`config.mk`:
```
export PLATFORM = sky130hd
export DESIGN_NAME = polyphonic_triangle_mixer_flat
export DESIGN_NICKNAME = d
export VERILOG_FILES = /design/src/hw/rtl/ptm_pkg.sv /design/src/hw/rtl/ptm_if.sv /design/src/hw/rtl/ptm_lane.sv /design/src/hw/rtl/ptm_merge.sv /design/src/hw/rtl/ptm_divider.sv /design/src/hw/rtl/polyphonic_triangle_mixer.sv /design/src/flat_wrapper.sv
export SDC_FILE = /design/constraint.sdc
export NUM_CORES = 2
export LEC_CHECK = 0
export ABC_CLOCK_PERIOD_IN_PS = 14200
export BUFFER_PORTS_ARGS = -buffer_cell sky130_fd_sc_hd__buf_2
export CORE_MARGIN = 2
export CORE_UTILIZATION = 30
export CTS_CLUSTER_SIZE = 25
export DETAILED_ROUTE_END_ITERATION = 10
export PLACE_DENSITY_LB_ADDON = 0.15
export SKIP_CTS_REPAIR_TIMING = 1
export SLEW_MARGIN = 15
export SYNTH_ARGS = -nofsm -noshare
export SYNTH_HDL_FRONTEND = slang
export SYNTH_HIERARCHICAL = 1
export SYNTH_SLANG_ARGS = --single-unit
```
`constraint.sdc`:
```
create_clock -name clock -period 14.2 [get_ports clock]
set_clock_uncertainty 0.05 [all_clocks]
set_input_delay 0 -clock clock [delete_from_list [all_inputs] [get_ports clock]]
set_output_delay 0 -clock clock [all_outputs]
set_load 0.005 [all_outputs]
```
`src/hw/rtl/ptm_pkg.sv`:
```
// Shared constants, types and helper functions of the polyphonic triangle mixer.
package ptm_pkg;

   localparam int NOTE_COUNT   = 12;
   localparam int STEP_COUNT   = 12;
   localparam int ACTIVE_NOTES = (NOTE_COUNT < STEP_COUNT) ? NOTE_COUNT : STEP_COUNT;
   localparam int LANE_COUNT   = 2 * ACTIVE_NOTES;

   localparam int KEY_W    = 12;
   localparam int OCT_W    = 4;
   localparam int VOL_W    = 4;
   localparam int SAMPLE_W = 8;
   localparam int PHASE_W  = 32;
   localparam int WAVE_W   = 8;

   localparam int WAVE_SPAN = 128;
   localparam int MAG_W     = $clog2(LANE_COUNT * WAVE_SPAN + 1);
   localparam int SUM_W     = MAG_W + 1;
   localparam int CNT_W     = $clog2(LANE_COUNT + 1);

   localparam int GROUP_SIZE  = 4;
   localparam int GROUP_COUNT = (LANE_COUNT + GROUP_SIZE - 1) / GROUP_SIZE;
   localparam int GSUM_W      = WAVE_W + $clog2(GROUP_SIZE);
   localparam int GCNT_W      = $clog2(GROUP_SIZE + 1);

   localparam logic [OCT_W-1:0] OCT_CENTER = OCT_W'(4);
   localparam logic [VOL_W-1:0] MAX_VOLUME = VOL_W'(8);
   localparam int SAMPLE_MID = 128;
   localparam int SAMPLE_MAX = 255;

   localparam logic [PHASE_W-1:0] STEP_TABLE [STEP_COUNT] = '{
      32'd51076057, 32'd54113197, 32'd57330935, 32'd60740010,
      32'd64351799, 32'd68178356, 32'd72232452, 32'd76527617,
      32'd81078186, 32'd85899346, 32'd91007187, 32'd96418756
   };

   typedef struct packed {
      logic               done;
      logic [SUM_W-1:0]   sum;
      logic [CNT_W-1:0]   voices;
   } merge_result_type;

   typedef struct packed {
      logic               done;
      logic [MAG_W-1:0]   quotient;
   } div_result_type;

   // Remote notes use the local step scaled by a power of two around the center octave.
   function automatic logic [PHASE_W-1:0] remote_step(input int n, input logic [OCT_W-1:0] oct);
      logic [PHASE_W-1:0] st;
      st = STEP_TABLE[n];
      if (oct > OCT_CENTER) begin
         return st << (oct - OCT_CENTER);
      end else if (oct < OCT_CENTER) begin
         return st >> (OCT_CENTER - oct);
      end
      return st;
   endfunction

endpackage

```
`src/hw/rtl/ptm_if.sv`:
```
// Valid/ready channel interfaces for the mixer's request and response items.
interface ptm_req_if;
   logic                        valid;
   logic                        ready;
   logic [ptm_pkg::KEY_W-1:0]   local_keys;
   logic [ptm_pkg::KEY_W-1:0]   remote_keys;
   logic [ptm_pkg::OCT_W-1:0]   remote_octave;
   logic [ptm_pkg::VOL_W-1:0]   volume;

   modport source (output valid, output local_keys, output remote_keys,
                   output remote_octave, output volume, input ready);
   modport sink   (input valid, input local_keys, input remote_keys,
                   input remote_octave, input volume, output ready);
endinterface

interface ptm_rsp_if;
   logic                          valid;
   logic                          ready;
   logic [ptm_pkg::SAMPLE_W-1:0]  sample_out;

   modport source (output valid, output sample_out, input ready);
   modport sink   (input valid, input sample_out, output ready);
endinterface

```
`src/hw/rtl/ptm_lane.sv`:
```
// One voice lane: a phase accumulator and its triangle wave lookup.
module ptm_lane (
   input  logic                               clock,
   input  logic                               reset,
   input  logic                               advance,
   input  logic                               key,
   input  logic [ptm_pkg::PHASE_W-1:0]        step,
   output logic                               active,
   output logic signed [ptm_pkg::WAVE_W-1:0]  wave
);

   logic [ptm_pkg::PHASE_W-1:0] phase_ff, phase_in;
   logic                        active_ff, active_in;
   logic [7:0]                  top;
   logic [6:0]                  fold;

   always_comb begin
      phase_in  = phase_ff;
      active_in = active_ff;
      if (advance) begin
         active_in = key;
         if (key) begin
            phase_in = phase_ff + step;
         end
      end
   end

   always_ff @(posedge clock) begin
      if (reset) begin
         phase_ff  <= '0;
         active_ff <= 1'b0;
      end else begin
         phase_ff  <= phase_in;
         active_ff <= active_in;
      end
   end

   // Fold the top byte into 0..127, then map to -128..126.
   assign top    = phase_ff[ptm_pkg::PHASE_W-1 -: 8];
   assign fold   = top[7] ? ~top[6:0] : top[6:0];
   assign wave   = $signed({fold, 1'b0}) ^ $signed(8'h80);
   assign active = active_ff;

endmodule

```
`src/hw/rtl/ptm_merge.sv`:
```
// Two-stage registered adder tree that sums lane waves and counts sounding voices.
module ptm_merge (
   input  logic                               clock,
   input  logic                               reset,
   input  logic                               go,
   input  logic signed [ptm_pkg::WAVE_W-1:0]  wave [ptm_pkg::LANE_COUNT],
   input  logic                               active [ptm_pkg::LANE_COUNT],
   output ptm_pkg::merge_result_type          result
);

   logic signed [ptm_pkg::GSUM_W-1:0] gsum_ff [ptm_pkg::GROUP_COUNT];
   logic signed [ptm_pkg::GSUM_W-1:0] gsum_in [ptm_pkg::GROUP_COUNT];
   logic [ptm_pkg::GCNT_W-1:0]        gcnt_ff [ptm_pkg::GROUP_COUNT];
   logic [ptm_pkg::GCNT_W-1:0]        gcnt_in [ptm_pkg::GROUP_COUNT];
   logic                              stage_a_ff;
   logic signed [ptm_pkg::SUM_W-1:0]  sum_ff, sum_in;
   logic [ptm_pkg::CNT_W-1:0]         cnt_ff, cnt_in;
   logic                              done_ff;

   always_comb begin
      for (int g = 0; g < ptm_pkg::GROUP_COUNT; g++) begin
         gsum_in[g] = '0;
         gcnt_in[g] = '0;
         for (int k = 0; k < ptm_pkg::GROUP_SIZE; k++) begin
            if (g * ptm_pkg::GROUP_SIZE + k < ptm_pkg::LANE_COUNT) begin
               if (active[g * ptm_pkg::GROUP_SIZE + k]) begin
                  gsum_in[g] = gsum_in[g]
                             + ptm_pkg::GSUM_W'(wave[g * ptm_pkg::GROUP_SIZE + k]);
                  gcnt_in[g] = gcnt_in[g] + ptm_pkg::GCNT_W'(1);
               end
            end
         end
      end
   end

   always_comb begin
      sum_in = '0;
      cnt_in = '0;
      for (int g = 0; g < ptm_pkg::GROUP_COUNT; g++) begin
         sum_in = sum_in + ptm_pkg::SUM_W'(gsum_ff[g]);
         cnt_in = cnt_in + ptm_pkg::CNT_W'(gcnt_ff[g]);
      end
   end

   always_ff @(posedge clock) begin
      if (go) begin
         gsum_ff <= gsum_in;
         gcnt_ff <= gcnt_in;
      end
      if (stage_a_ff) begin
         sum_ff <= sum_in;
         cnt_ff <= cnt_in;
      end
   end

   always_ff @(posedge clock) begin
      if (reset) begin
         stage_a_ff <= 1'b0;
         done_ff    <= 1'b0;
      end else begin
         stage_a_ff <= go;
         done_ff    <= stage_a_ff;
      end
   end

   assign result.done   = done_ff;
   assign result.sum    = sum_ff;
   assign result.voices = cnt_ff;

endmodule

```
`src/hw/rtl/ptm_divider.sv`:
```
// Restoring divider: one quotient bit per cycle of magnitude by voice count.
module ptm_divider (
   input  logic                          clock,
   input  logic                          reset,
   input  logic                          start,
   input  logic [ptm_pkg::MAG_W-1:0]     dividend,
   input  logic [ptm_pkg::CNT_W-1:0]     divisor,
   output ptm_pkg::div_result_type       result
);

   localparam int ITER_W = $clog2(ptm_pkg::MAG_W);

   logic                        busy_ff, busy_in;
   logic                        done_ff, done_in;
   logic [ITER_W-1:0]           count_ff, count_in;
   logic [ptm_pkg::CNT_W-1:0]   rem_ff, rem_in;
   logic [ptm_pkg::MAG_W-1:0]   quo_ff, quo_in;
   logic [ptm_pkg::CNT_W-1:0]   divisor_ff, divisor_in;
   logic [ptm_pkg::CNT_W:0]     trial;
   logic [ptm_pkg::CNT_W:0]     diff;
   logic                        fits;

   assign trial = {rem_ff, quo_ff[ptm_pkg::MAG_W-1]};
   assign diff  = trial - {1'b0, divisor_ff};
   assign fits  = trial >= {1'b0, divisor_ff};

   always_comb begin
      busy_in    = busy_ff;
      done_in    = 1'b0;
      count_in   = count_ff;
      rem_in     = rem_ff;
      quo_in     = quo_ff;
      divisor_in = divisor_ff;
      if (start) begin
         busy_in    = 1'b1;
         count_in   = '0;
         rem_in     = '0;
         quo_in     = dividend;
         divisor_in = divisor;
      end else if (busy_ff) begin
         rem_in   = fits ? diff[ptm_pkg::CNT_W-1:0] : trial[ptm_pkg::CNT_W-1:0];
         quo_in   = {quo_ff[ptm_pkg::MAG_W-2:0], fits};
         count_in = count_ff + ITER_W'(1);
         if (count_ff == ITER_W'(ptm_pkg::MAG_W - 1)) begin
            busy_in = 1'b0;
            done_in = 1'b1;
         end
      end
   end

   always_ff @(posedge clock) begin
      rem_ff     <= rem_in;
      quo_ff     <= quo_in;
      divisor_ff <= divisor_in;
      count_ff   <= count_in;
   end

   always_ff @(posedge clock) begin
      if (reset) begin
         busy_ff <= 1'b0;
         done_ff <= 1'b0;
      end else begin
         busy_ff <= busy_in;
         done_ff <= done_in;
      end
   end

   assign result.done     = done_ff;
   assign result.quotient = quo_ff;

endmodule

```
`src/hw/rtl/polyphonic_triangle_mixer.sv`:
```
// Polyphonic triangle mixer: 24 phase accumulator lanes, adder tree, divider, output stage.
// The voice-count divider dominates the time per item, and a new request is taken only after
// the previous item has left the control sequence.
// A finished sample waits in the output register; the next request is taken meanwhile.
// Synchronous reset clears all phase accumulators to zero and empties the pipeline.
module polyphonic_triangle_mixer (
   input  logic      clock,
   input  logic      reset,
   ptm_req_if.sink   req,
   ptm_rsp_if.source rsp
);

   localparam logic [1:0] ST_IDLE = 2'd0;
   localparam logic [1:0] ST_SUM  = 2'd1;
   localparam logic [1:0] ST_DIV  = 2'd2;
   localparam logic [1:0] ST_FIN  = 2'd3;

   logic [1:0]                          state_ff, state_in;
   logic                                go_ff;
   logic                                accept;
   logic [ptm_pkg::VOL_W-1:0]           vol_ff, vol_in;
   logic                                neg_ff, neg_in;
   logic                                silent_ff, silent_in;
   logic                                rsp_valid_ff, rsp_valid_in;
   logic [ptm_pkg::SAMPLE_W-1:0]        sample_ff, sample_in;
   logic                                load;

   logic signed [ptm_pkg::WAVE_W-1:0]   wave [ptm_pkg::LANE_COUNT];
   logic                                active [ptm_pkg::LANE_COUNT];
   ptm_pkg::merge_result_type           merge_res;
   ptm_pkg::div_result_type             div_res;

   logic signed [ptm_pkg::SUM_W-1:0]    sum_val;
   logic [ptm_pkg::SUM_W-1:0]           sum_abs;
   logic signed [ptm_pkg::SUM_W-1:0]    quo_mag;
   logic signed [ptm_pkg::SUM_W-1:0]    quo_signed;
   logic signed [ptm_pkg::SUM_W-1:0]    shifted;
   logic [ptm_pkg::VOL_W-1:0]           shift_amt;
   logic signed [ptm_pkg::SUM_W:0]      biased;
   logic [ptm_pkg::SAMPLE_W-1:0]        final_sample;

   assign accept    = req.valid && req.ready;
   assign req.ready = (state_ff == ST_IDLE);

   for (genvar i = 0; i < ptm_pkg::ACTIVE_NOTES; i++) begin : g_lane
      ptm_lane u_local_lane (
         .clock   (clock),
         .reset   (reset),
         .advance (accept),
         .key     (req.local_keys[i]),
         .step    (ptm_pkg::STEP_TABLE[i]),
         .active  (active[i]),
         .wave    (wave[i])
      );
      ptm_lane u_remote_lane (
         .clock   (clock),
         .reset   (reset),
         .advance (accept),
         .key     (req.remote_keys[i]),
         .step    (ptm_pkg::remote_step(i, req.remote_octave)),
         .active  (active[ptm_pkg::ACTIVE_NOTES + i]),
         .wave    (wave[ptm_pkg::ACTIVE_NOTES + i])
      );
   end

   ptm_merge u_merge (
      .clock  (clock),
      .reset  (reset),
      .go     (go_ff),
      .wave   (wave),
      .active (active),
      .result (merge_res)
   );

   assign sum_val = $signed(merge_res.sum);
   assign sum_abs = sum_val[ptm_pkg::SUM_W-1] ? ptm_pkg::SUM_W'(-sum_val) : merge_res.sum;

   ptm_divider u_divider (
      .clock    (clock),
      .reset    (reset),
      .start    (merge_res.done),
      .dividend (sum_abs[ptm_pkg::MAG_W-1:0]),
      .divisor  (merge_res.voices),
      .result   (div_res)
   );

   // Restore the sign (truncation toward zero), apply volume as a floor shift, then clamp.
   always_comb begin
      quo_mag    = $signed({1'b0, div_res.quotient});
      quo_signed = neg_ff ? -quo_mag : quo_mag;
      shift_amt  = (vol_ff > ptm_pkg::MAX_VOLUME) ? '0 : ptm_pkg::MAX_VOLUME - vol_ff;
      shifted    = quo_signed >>> shift_amt;
      biased     = ptm_pkg::SUM_W'(shifted) + (ptm_pkg::SUM_W + 1)'(ptm_pkg::SAMPLE_MID);
      if (silent_ff) begin
         final_sample = ptm_pkg::SAMPLE_W'(ptm_pkg::SAMPLE_MID);
      end else if (biased < 0) begin
         final_sample = '0;
      end else if (biased > ptm_pkg::SAMPLE_MAX) begin
         final_sample = ptm_pkg::SAMPLE_W'(ptm_pkg::SAMPLE_MAX);
      end else begin
         final_sample = biased[ptm_pkg::SAMPLE_W-1:0];
      end
   end

   assign load = (state_ff == ST_FIN) && (!rsp_valid_ff || rsp.ready);

   always_comb begin
      state_in  = state_ff;
      vol_in    = vol_ff;
      neg_in    = neg_ff;
      silent_in = silent_ff;
      unique case (state_ff)
         ST_IDLE: begin
            if (accept) begin
               vol_in   = req.volume;
               state_in = ST_SUM;
            end
         end
         ST_SUM: begin
            if (merge_res.done) begin
               neg_in    = sum_val[ptm_pkg::SUM_W-1];
               silent_in = (merge_res.voices == '0);
               state_in  = ST_DIV;
            end
         end
         ST_DIV: begin
            if (div_res.done) begin
               state_in = ST_FIN;
            end
         end
         ST_FIN: begin
            if (load) begin
               state_in = ST_IDLE;
            end
         end
         default: state_in = ST_IDLE;
      endcase
   end

   always_comb begin
      rsp_valid_in = rsp_valid_ff;
      sample_in    = sample_ff;
      if (load) begin
         rsp_valid_in = 1'b1;
         sample_in    = final_sample;
      end else if (rsp.ready) begin
         rsp_valid_in = 1'b0;
      end
   end

   always_ff @(posedge clock) begin
      vol_ff    <= vol_in;
      neg_ff    <= neg_in;
      silent_ff <= silent_in;
      sample_ff <= sample_in;
   end

   always_ff @(posedge clock) begin
      if (reset) begin
         state_ff     <= ST_IDLE;
         go_ff        <= 1'b0;
         rsp_valid_ff <= 1'b0;
      end else begin
         state_ff     <= state_in;
         go_ff        <= accept;
         rsp_valid_ff <= rsp_valid_in;
      end
   end

   assign rsp.valid      = rsp_valid_ff;
   assign rsp.sample_out = sample_ff;

endmodule

```
`src/flat_wrapper.sv`:
```
// flat-port wrapper written by rule: the top's interface ports become plain ports
module polyphonic_triangle_mixer_flat 
  (clock, reset, req_valid, req_local_keys, req_remote_keys, req_remote_octave, req_volume, req_ready, rsp_valid, rsp_sample_out, rsp_ready);
  ptm_req_if req_i ();
  ptm_rsp_if rsp_i ();
  input  logic clock;
  input  logic reset;
  input wire logic [$bits(req_i.valid)-1:0] req_valid;
  input wire logic [$bits(req_i.local_keys)-1:0] req_local_keys;
  input wire logic [$bits(req_i.remote_keys)-1:0] req_remote_keys;
  input wire logic [$bits(req_i.remote_octave)-1:0] req_remote_octave;
  input wire logic [$bits(req_i.volume)-1:0] req_volume;
  output wire logic [$bits(req_i.ready)-1:0] req_ready;
  output wire logic [$bits(rsp_i.valid)-1:0] rsp_valid;
  output wire logic [$bits(rsp_i.sample_out)-1:0] rsp_sample_out;
  input wire logic [$bits(rsp_i.ready)-1:0] rsp_ready;
  assign req_i.valid = req_valid;
  assign req_i.local_keys = req_local_keys;
  assign req_i.remote_keys = req_remote_keys;
  assign req_i.remote_octave = req_remote_octave;
  assign req_i.volume = req_volume;
  assign req_ready = req_i.ready;
  assign rsp_valid = rsp_i.valid;
  assign rsp_sample_out = rsp_i.sample_out;
  assign rsp_i.ready = rsp_ready;
  polyphonic_triangle_mixer u_core (.clock(clock), .reset(reset), .req(req_i), .rsp(rsp_i));
endmodule
```
==> results.cfg <==
[setup_path]
start_kind = primary input
ff2ff_setup_slack_ns = 8.04
cp.buffers_inverters = 8
r2r_cells = 21
endpoint = u_core/g_lane[0].u_remote_lane/phase_ff[30]$_SDFFE_PP0P_
worstSetupPathType = in2reg
critPathTopFamily = buffers and inverters
worst-path-max-fanout = 42
slowest_stage = ha_2
endpoint_kind = register
path_depth = 23
r2r-end = u_core/u_merge/gsum_ff[9]$_DFFE_PP_
worst_path_most_repeated_cell = buf_4
crit_start = req_remote_octave[0]
worstPathCellList = buf_2 -> buf_4 -> inv_1 -> buf_4 -> ha_1 -> inv_1 -> ha_2 -> buf_4 -> inv_2 -> buf_4 -> nor2_1 -> nor2_1 -> o21ai_0 -> nand2_1 -> ha_1 -> a21o_1 -> a221o_1 -> a31oi_4 -> o21ai_2 -> a21oi_2 -> nor3_1 -> or4_1 -> nand3_1
required_ns = 14.95
critPathArrivalTime_ns = 8.46
crit-reg2reg-launch = u_core/g_lane[9].u_remote_lane/phase_ff[31]$_SDFFE_PP0P_
slowest_delay_ns = 1.07

[synthesis]
synth_compound_area_share_pct = 29.0
ys.flop_type = dfxtp_1
synthTopCellsByArea = dfxtp_1, ha_1, a21oi_1
synth_cell_types = 112
synth_top_family_by_area = compound AO/OA/AOI/OAI gates
synth-edff-count = 127
async_flop_share_pct = 0
ys_seq_area_share_pct = 20.4
yosysTopAreaCell = dfxtp_1
synth.most_common_cell = nand2_1
netlist_instances = 13200
yosys_warnings = 6
synthAdderAreaFrac_pct = 14.6
synth_mux_area_share_pct = 2.04
ys_ff_latch = 936
synth-simple-area-share_pct = 21.3
synthXorXnorAreaFrac_pct = 7.66
avgSynthCellArea_um2 = 7.44
synth_commonest_cells = nand2_1, a21oi_1, ha_1
syn-cell-area_um2 = 98100
synth_top_cell_area_share_pct = 16.5

[grt]
antenna_found_initial = 42
grt_use_total_pct = 23.3
grt_pass1_vias = 91500
gr-total-overflow = 0
grt_pass1_wl_um = 597000
grt_max_degree = 127

[timing]
rsz0062_at_grt = no
setup_tns_ns = 0
min_period_ns = 7.71
slew_viol_final = 0
hold_violations = 0
setup_violations = 0
period_share_pct = 54.3
fmaxAchievable_mhz = 130
maxSlewHeadroom_pct = 7.14
tightest_slew_ns = 1.39

[routing]
initialDrtViolationCount = 8614
drcViolationCount = 0
wire_per_inst_um = 22.6
ant_nets = 0
drtPass1Iterations = 6
wirelength_um = 401000
dr_total_vias = 97600
viasPerCell = 5.51

[clock_network]
htreeDepth = 4
clkTransAtPathRegs_ns = 0.06
cts_tree = yes
cts-root-buf = clkbuf_16
cts_sinks = 936
clk_latency_ns = 0.87
numCtsBuffers = 144
cts_max_path_buffers = 4

[power_and_ir_drop]
irDropWorstVdd_mv = 0.290
powerDensity_nw_per_um2 = 148
p_leak_nw = 46.7

[final_layout]
area_growth_pct = 11.1
fin_cells = 17700
drive_gt1_share_pct = 6.44
nets = 14400

[floorplan]
die_x_um = 576
dieArea_um2 = 331000
ios = 46
core_um2 = 325000
start_util_pct = 30.2
dieHeight_um = 576
std_cell_rows = 209

[placed_design]
post-dp-hpwl_um = 300000
place.gp.congestion = 1.09
portBuffers = 45
place_inst = 17400

[job]
drv_cap = 0

[min_path]
hp-class = in2reg

[outcome]
status = complete, no violations
[worst min path at each step]
stage	cells after the start	slack [ns]	startpoint	endpoint
6_report	3	0.15	reset	u_core/g_lane[6].u_local_lane/phase_ff[0]$_SDFFE_PP0P_
2_1_floorplan	1	0.02	reset	u_core/go_ff$_SDFF_PP0_
3_3_place_gp	1	0.13	req_volume[0]	u_core/vol_ff[0]$_DFFE_PP_
3_5_place_dp	1	0.13	req_volume[0]	u_core/vol_ff[0]$_DFFE_PP_
4_1_cts	1	-0.80	req_volume[1]	u_core/vol_ff[1]$_DFFE_PP_
5_1_grt	3	0.15	reset	u_core/g_lane[6].u_local_lane/phase_ff[31]$_SDFFE_PP0P_
[layout make-up]
type	count	area, µm²
clock inverter	60	643
clock buffer	193	4120
antenna	21	52.6
sequential	936	20000
tap	4325	5410
fill	35300	216000
multi-input combinational	11500	75000
timing repair buffer	271	2060
inverter	425	1600
[registers in the layout, summed over array words and instances (netlist names), 2 cells and up]
register,cells
u_core/u_merge/sum_ff,13
u_core/g_lane.u_local_lane/active,12
u_core/g_lane.u_remote_lane/active,12
u_core/u_merge/gcnt_ff,18
u_core/rsp.sample_out,8
u_core/u_divider/divisor_ff,5
u_core/u_divider/count_ff,4
u_core/vol_ff,4
u_core/g_lane.u_local_lane/phase_ff,384
u_core/state_ff,2
u_core/u_merge/gsum_ff,60
u_core/g_lane.u_remote_lane/phase_ff,384
u_core/u_merge/cnt_ff,5
u_core/u_divider/quo_ff,12
u_core/u_divider/rem_ff,5
[power by group]
group / switching (mW) / total, mW / internal [mW]
sequential: 0.436 / 3.71 / 3.27
clock: 1.47 / 3.70 / 2.23
combinational: 5.53 / 8.70 / 3.17
total: 7.43 / 16.1 / 8.68
[worst register-to-register path, stage by stage, from the launching register on]
cell and delay [ns]:
dfxtp_1 0.58, xor2_1 0.98, inv_1 0.17, fa_1 0.49, nor2b_1 0.12, o21ai_0 0.10
nand2_1 0.09, xnor2_1 0.08, a21oi_1 0.26, ha_1 0.33, and3_1 0.19, a2111oi_2 0.46
a21oi_1 0.20, xnor2_1 0.21, nand2_1 0.08, o21a_1 0.14, ha_1 0.31, o21a_1 0.15
o21ai_0 0.07, o21bai_1 0.19, mux2_2 0.35, xnor3_1 0.35
[kinds of logic after synthesis]
logic type               after synthesis
buffers and inverters               1177
flip-flops                           936
AND/OR/NAND/NOR                     4490
multiplexers                         182
XOR/XNOR                             849
other                                 26
adder cells (fa/ha/maj)             1085
AO/OA/AOI/OAI                       4440
[layer usage]
layer / up-vias / part of all wire, % / track usage [%]
met5: - / 0.042 / 0.100
met4: 20 / 5.2 / 10.4
met3: 859 / 8.2 / 6.49
met2: 3034 / 40 / 33.9
met1: 45900 / 46 / 31.9
li1: 47800 / - / -
[stage by stage]
stage	utilization, %	power, mW	hold slack (ns)	worst slack [ns]	instance area [µm²]
floorplan	-	9.77	0.0216	8.84	99600
global placement	31.9	12.3	0.131	6.28	104000
detailed placement	31.9	12.3	0.131	6.12	104000
CTS	33.4	16.1	-0.799	7.02	108000
global route	33.5	17.3	0.150	6.53	109000
finish	33.5	16.1	0.146	6.49	109000
[cell usage in the layout, fill, tap and decap left out, drive strengths merged, types with 139 or more instances in the layout]
cell    netlist  routed
ha          983     983
a21o        375     375
and3        139     139
conb         26     444
xor2        395     395
xnor2       449     449
a31oi       208     208
buf         230     234
nand4       149     149
dfxtp       809     809
o21ai       828     828
nand3       438     438
nand2      1998    1998
nor3        316     316
o21bai      171     171
clkbuf      522     193
nor2        763     763
inv         410     416
a21oi      1682    1682
Power figures use the tool's default switching activity.
